File: src/bmhq_pkg.sv
`timescale 1ns / 1ps

package bmhq_pkg;

  localparam int ID_BITS       = 8;
  localparam int PRIORITY_BITS = 48;
  localparam int COUNT_BITS    = 7;

  localparam logic KIND_PUSH = 1'b0;
  localparam logic KIND_POP  = 1'b1;

  localparam logic [1:0] ST_OK    = 2'd0;
  localparam logic [1:0] ST_FULL  = 2'd1;
  localparam logic [1:0] ST_EMPTY = 2'd2;

  typedef struct packed {
    logic                     kind;
    logic [ID_BITS-1:0]       entry_id;
    logic [PRIORITY_BITS-1:0] entry_priority;
  } cmd_word_t;

  typedef struct packed {
    logic                     head_valid;
    logic [ID_BITS-1:0]       head_id;
    logic [PRIORITY_BITS-1:0] head_priority;
    logic [COUNT_BITS-1:0]    entry_count;
    logic [1:0]               status;
  } rsp_word_t;

  typedef struct packed {
    logic [ID_BITS-1:0]       id;
    logic [PRIORITY_BITS-1:0] prio;
  } entry_t;

  function automatic logic serves_before(input entry_t x, input entry_t y);
    logic r;
    if (x.prio != y.prio) begin
      r = x.prio < y.prio;
    end else begin
      r = x.id < y.id;
    end
    return r;
  endfunction

endpackage

File: src/bmhq_store.sv
`timescale 1ns / 1ps

module bmhq_store #(
  parameter int DEPTH = 64,
  parameter int AW    = 6
) (
  input  logic             clk,
  input  logic             we,
  input  logic [AW-1:0]    waddr,
  input  bmhq_pkg::entry_t wdata,
  input  logic [AW-1:0]    raddr0,
  input  logic [AW-1:0]    raddr1,
  output bmhq_pkg::entry_t rdata0,
  output bmhq_pkg::entry_t rdata1
);
  import bmhq_pkg::*;

  entry_t mem [DEPTH];

  always_ff @(posedge clk) begin
    if (we) begin
      mem[waddr] <= wdata;
    end
  end

  always_ff @(posedge clk) begin
    rdata0 <= mem[raddr0];
    rdata1 <= mem[raddr1];
  end

endmodule

File: config.mk
export PLATFORM = sky130hd
export DESIGN_NAME = bmhq_store
export DESIGN_NICKNAME = d
export VERILOG_FILES = /design/src/bmhq_pkg.sv /design/src/bmhq_store.sv
export SDC_FILE = /design/constraint.sdc
export NUM_CORES = 2
export LEC_CHECK = 0
export ABC_CLOCK_PERIOD_IN_PS = 7000
export BUFFER_PORTS_ARGS = -buffer_cell sky130_fd_sc_hd__buf_4
export CAP_MARGIN = 20
export CORE_ASPECT_RATIO = 0.9
export CORE_UTILIZATION = 40
export CTS_BUF_LIST = sky130_fd_sc_hd__clkbuf_8
export DETAILED_ROUTE_END_ITERATION = 12
export MAX_ROUTING_LAYER = met4
export PLACE_DENSITY = 0.56
export SYNTH_ARGS = -nofsm -noshare
export SYNTH_HDL_FRONTEND = slang
export SYNTH_SLANG_ARGS = --single-unit
File: constraint.sdc
create_clock -name clk -period 7 [get_ports clk]
set_clock_uncertainty 0.05 [all_clocks]
set_input_delay 0.7 -clock clk [delete_from_list [all_inputs] [get_ports clk]]
set_output_delay 0.7 -clock clk [all_outputs]
set_load 0.03 [all_outputs]
==> flow_metrics.tcl, run 1 <==
set metrics [dict create \
    outcome "aborted with a tool error" \
    stop_stage "detailed routing (5_2_route)" \
    error_line "[ERROR DRT-0255] Maze Route cannot find path of net rdata1[39] in worker of routeBox ( 676200 241500 ) ( 683275 289800 )." \
    syn_avg_cell_area_um2 21.85 \
    grt_pass1_wl_um 826300 \
    post-cts-setup-buffers 0 \
    ys_seq_area_frac 0.6575 \
    cts_buffer_depth 4 \
    grt_max_degree 106 \
    clock-root-buffer "clkbuf_8" \
    yosysUniqueCellTypes 38 \
    die_w_um 683.3 \
    htreeDepth 6 \
    synthMuxAreaShare 0.2931 \
    cts_resized 0 \
    synth_area_mm2 0.1671 \
    ys_ff_latch 3696 \
    yosysWarnings 0 \
    place_congestion 0.8418 \
    cts.hold.buffers_added 61 \
    synth_fa_ha_area_frac 0 \
    rows 224 \
    grt_pass1_vias 95503 \
    synth_compound_area_frac 0.02000 \
    antenna_found_initial 87 \
    ios 188 \
    grtUsageTotal 0.2949 \
    initial_core_util 0.4028 \
    cts.sinks 3696 \
    synth_xor_area_frac 0 \
    grt-ovfl-total 0 \
    portBuffers 187 \
    hpwl_um 342000 \
    die_h_um 615.2 \
    synth_top_family_by_area "multiplexers" \
    syn_nets 7723 \
    syn_inst 7647 \
    cts_buffers 619 \
    synth_simple_gate_area_frac 0.01218 \
]
[cell families after synthesis]
kind of cell,count (synthesis)
muxes,2357
AOI/OAI and AO/OA,494
DFF,3696
buffers and inverters,616
and+or+nand+nor,484
[through the flow]
stage                       util  cell area, um2  std cells  worst slack [ps]
after global routing      0.4544          188500      14305              3727
after global placement    0.4248          176200      13060              2649
after floorplan                -          167100       7647              1403
after detailed placement  0.4249          176200      13062              2626
after CTS                 0.4540          188300      14252              3713
[metal layers]
| metal | track usage |
|---|---|
| met5 | - |
| met4 | 0.1116 |
| met3 | 0.06225 |
| met2 | 0.4450 |
| met1 | 0.3963 |
[Yosys cell counts]
cell,n,share of area
or3_1,1,0.000037
or3b_2,3,0.00016
or2_2,1,0.000037
buf_4,53,0.0024
buf_2,270,0.0081
o21ai_0,57,0.0017
inv_1,1,0.000022
mux2i_1,250,0.015
buf_6,3,0.00020
mux4_2,2020,0.27
a2111oi_0,3,0.00016
dfxtp_1,112,0.013
o211ai_1,50,0.0022
mux2_2,87,0.0059
nand2b_1,7,0.00026
a211oi_1,29,0.0013
a22oi_1,79,0.0035
edfxtp_1,3584,0.64
o221ai_1,25,0.0013
nand3b_1,8,0.00036
o22ai_1,61,0.0023
a221o_1,26,0.0016
nand2_1,285,0.0064
a31oi_1,16,0.00060
nor2b_1,31,0.0012
and2_1,14,0.00052
a221oi_1,9,0.00047
a22o_1,26,0.0014
o2111ai_1,1,0.000052
a41oi_1,2,0.00010
buf_1,67,0.0015
nand4b_1,1,0.000052
clkbuf_1,222,0.0050
nand3_1,17,0.00051
nor2_1,108,0.0024
nor3_1,6,0.00018
nand4_1,2,0.000075
a21oi_1,110,0.0033
==> run 2: changes to the inputs <==
--- a/config.mk
+++ b/config.mk
@@ -8,12 +8,9 @@
 export ABC_CLOCK_PERIOD_IN_PS = 7000
 export BUFFER_PORTS_ARGS = -buffer_cell sky130_fd_sc_hd__buf_4
 export CAP_MARGIN = 20
-export CORE_ASPECT_RATIO = 0.9
-export CORE_UTILIZATION = 40
-export CTS_BUF_LIST = sky130_fd_sc_hd__clkbuf_8
+export CORE_UTILIZATION = 25
 export DETAILED_ROUTE_END_ITERATION = 12
-export MAX_ROUTING_LAYER = met4
-export PLACE_DENSITY = 0.56
+export PLACE_DENSITY_LB_ADDON = 0.15
 export SYNTH_ARGS = -nofsm -noshare
 export SYNTH_HDL_FRONTEND = slang
 export SYNTH_SLANG_ARGS = --single-unit
==> run 2 against run 1 <==
  * The run now ends clean
  * Global-route usage shrank 9.5 points
  * Synthesized cell count is the same
  * Area after synthesis is the same
==> flow_metrics.tcl, run 2 <==
set metrics [dict create \
    rows 299 \
    maxSlewHeadroom 0.2014 \
    r2r_slack_ps 4490 \
    rsz0062_at_grt "false" \
    cp_cell_sequence "buf_8 -> buf_12 -> buf_4 -> mux4_2 -> mux4_2 -> o22ai_1 -> a21oi_1" \
    cellLeakagePower_uw 0.05983 \
    vias_per_cell 5.308 \
    ys_seq_area_frac 0.6575 \
    wl_met3_um 47460 \
    timing.fmax_mhz 303.4 \
    place_congestion 0.7755 \
    netlist_top_cells_count "edfxtp_1 (3584), mux4_2 (2020), nand2_1 (285)" \
    yosysUniqueCellTypes 38 \
    hpwl_um 401000 \
    yosys.area.top_type "edfxtp_1" \
    finalHoldWorstSlack_ps 108.7 \
    ir_drop_mv 0.2159 \
    r2r_end "rdata0[0]$_DFF_P_" \
    cpMostUsedCell "mux4_2" \
    grt_max_degree 86 \
    die_w_um 819.5 \
    wl_met2_um 332900 \
    portBuffers 187 \
    min_delay_path_depth 1 \
    syn_nets 7723 \
    largest-register "mem" \
    setup_viol 0 \
    drv_cap 0 \
    ios 188 \
    p_per_area_mw_per_mm2 267.3 \
    num-fill-cells 64405 \
    worstHoldPathType "input pin to flop" \
    syn_to_final_growth_pct 16.98 \
    p_switching_uw 12570 \
    wl_met1_um 285200 \
    hold_start "wdata[0]" \
    yosysWarnings 0 \
    rr_worst_depth 4 \
    mostFrequentLayoutCells "edfxtp_1 (3584), mux4_2 (2020), clkbuf_16 (440), buf_4 (426), nand2_1 (283)" \
    min_to "mem[59][0]$_DFFE_PP_" \
    worstSetupStartpointType "input pin" \
    layout-drive-gt1-share 0.4006 \
    synthFlopType "edfxtp_1" \
    drc 0 \
    internal_power_uw 39680 \
    grt_pass1_wl_um 913000 \
    die_h_um 819.5 \
    slew_violations 0 \
    required_ps 7810 \
    finalCritPeriodShare 0.4709 \
    core_mm2 0.6644 \
    min_period_ps 3296 \
    synth_edf_count 3584 \
    antenna_found_initial 97 \
    cts_buffers 436 \
    max_stage_delay_ps 510 \
    grt-ovfl-total 0 \
    synth_area_leaders "edfxtp_1 (64%), mux4_2 (27%), mux2i_1 (1.5%)" \
    topRoutingLayerUsed "met5" \
    power_frac_comb 0.082 \
    synth_top_area_frac 0.6441 \
    hold_viol 0 \
    critPathArrivalTime_ps 4110 \
    syn_inst 7647 \
    r2r-start "mem[35][0]$_DFFE_PP_" \
    clock_latency_ps 1080 \
    synth_area_mm2 0.1671 \
    synth_async_sr_flop_share 0 \
    crit_buf_inv 3 \
    grtUsageTotal 0.2003 \
    wire_per_inst_um 39.75 \
    die_area_mm2 0.6716 \
    yosysMostFrequentCell "edfxtp_1" \
    grt_pass1_vias 95118 \
    cp_slowest_cell "mux4_2" \
    post-cts-setup-buffers 0 \
    critical_path_class "input pin to flop" \
    initial_core_util 0.2515 \
    layout_commonest_cell "edfxtp_1" \
    worstSetupEndpointType "flop" \
    first_pass_iters 5 \
    ys_ff_latch 3696 \
    largest_reg_flops 3584 \
    nets 8067 \
    vias 91830 \
    cts_buffer_depth 4 \
    critPathMaxFanout 62 \
    wirelength_um 687800 \
    reg.largest.list "mem x3584, rdata0 x56, rdata1 x56" \
    pwr-share-seq 0.476 \
    cts.clk_slew.worst_paths_ps 60 \
    ant_nets 0 \
    finalSetupTns_ps 0 \
    cts.sinks 3696 \
    syn_avg_cell_area_um2 21.85 \
    startpoint "raddr1[1]" \
    pwr-share-clk 0.443 \
    outcome "finished clean" \
    tightest_slew_ps 1198 \
    dr.first_iter.drc_count 10439 \
    htreeDepth 5 \
    critical_path.top_delay_family "buffers and inverters" \
    cts_tree "done" \
    cts_resized 0 \
    p_sw_frac 0.2406 \
    clock-root-buffer "clkbuf_16" \
]
run 2: cell counts after synthesis:
Identical to the previous run, type by type.
run 2: logic make-up (layout without fill, tap and decap cells):
kind of cell	Yosys count	in the layout	synth area share
other	0	56	0
AOI/OAI and AO/OA	494	494	0.02000
buffers and inverters	616	1334	0.01719
muxes	2357	2357	0.2931
DFF	3696	3696	0.6575
and+or+nand+nor	484	484	0.01218
run 2: power groups by stage:
stage               Clock (uW)  Combinational [uW]  Sequential (uW)
floorplan                    0                2330            25200
finish                   23100                4270            24800
detailed placement           0                4330            25300
global route             24400                4490            24800
CTS                      23600                4340            24900
global placement             0                4310            25300
run 2: final cells by class:
| type | count | area [um2] | area share |
|---|---|---|---|
| diodes | 56 | 140.1 | 0.0007169 |
| clock inverters | 213 | 2347 | 0.01201 |
| inverters | 1 | 8.758 | 0.00004481 |
| well taps | 8879 | 11110 | 0.05684 |
| clock buffers | 599 | 12020 | 0.06149 |
| flip-flops and latches | 3696 | 109900 | 0.5621 |
| repair buffers | 521 | 5074 | 0.02596 |
| multi-input cells | 3335 | 54900 | 0.2809 |
run 2: per-stage QoR:
step                cell area (um2)  setup slack (ps)  utilization  power (uW)  instances
floorplan                    167100              1403            -       27560       7647
global placement             180800              2652       0.2722       29640      16426
detailed placement           180900              2710       0.2722       29660      16428
CTS                          195300              3724       0.2939       52840      17241
global route                 195400              3765       0.2940       53710      17259
finish                       195500              3704       0.2942       52250      17300
run 2: worst max-delay path by stage:
stage                           end  cells after the start
2_1_floorplan  mem[48][0]$_DFFE_PP_                      4
3_3_place_gp     rdata1[45]$_DFF_P_                      7
3_5_place_dp     rdata1[45]$_DFF_P_                      7
4_1_cts                   rdata0[3]                      1
5_1_grt          rdata1[45]$_DFF_P_                      7
6_report          rdata1[6]$_DFF_P_                      7
run 2: what timing repair did:
action,4_1_cts,5_1_grt
endpoints found under the setup margin,0,0
hold buffers,1,0
endpoints found under the hold margin,1,0
run 2: routing by layer:
layer	vias to the layer above	GRT usage
met5	-	0
met4	22	0.05580
met3	912	0.03793
met2	3952	0.3343
met1	52309	0.2673
li1	34635	-
Note: power is estimated with default switching activity, not from simulation.
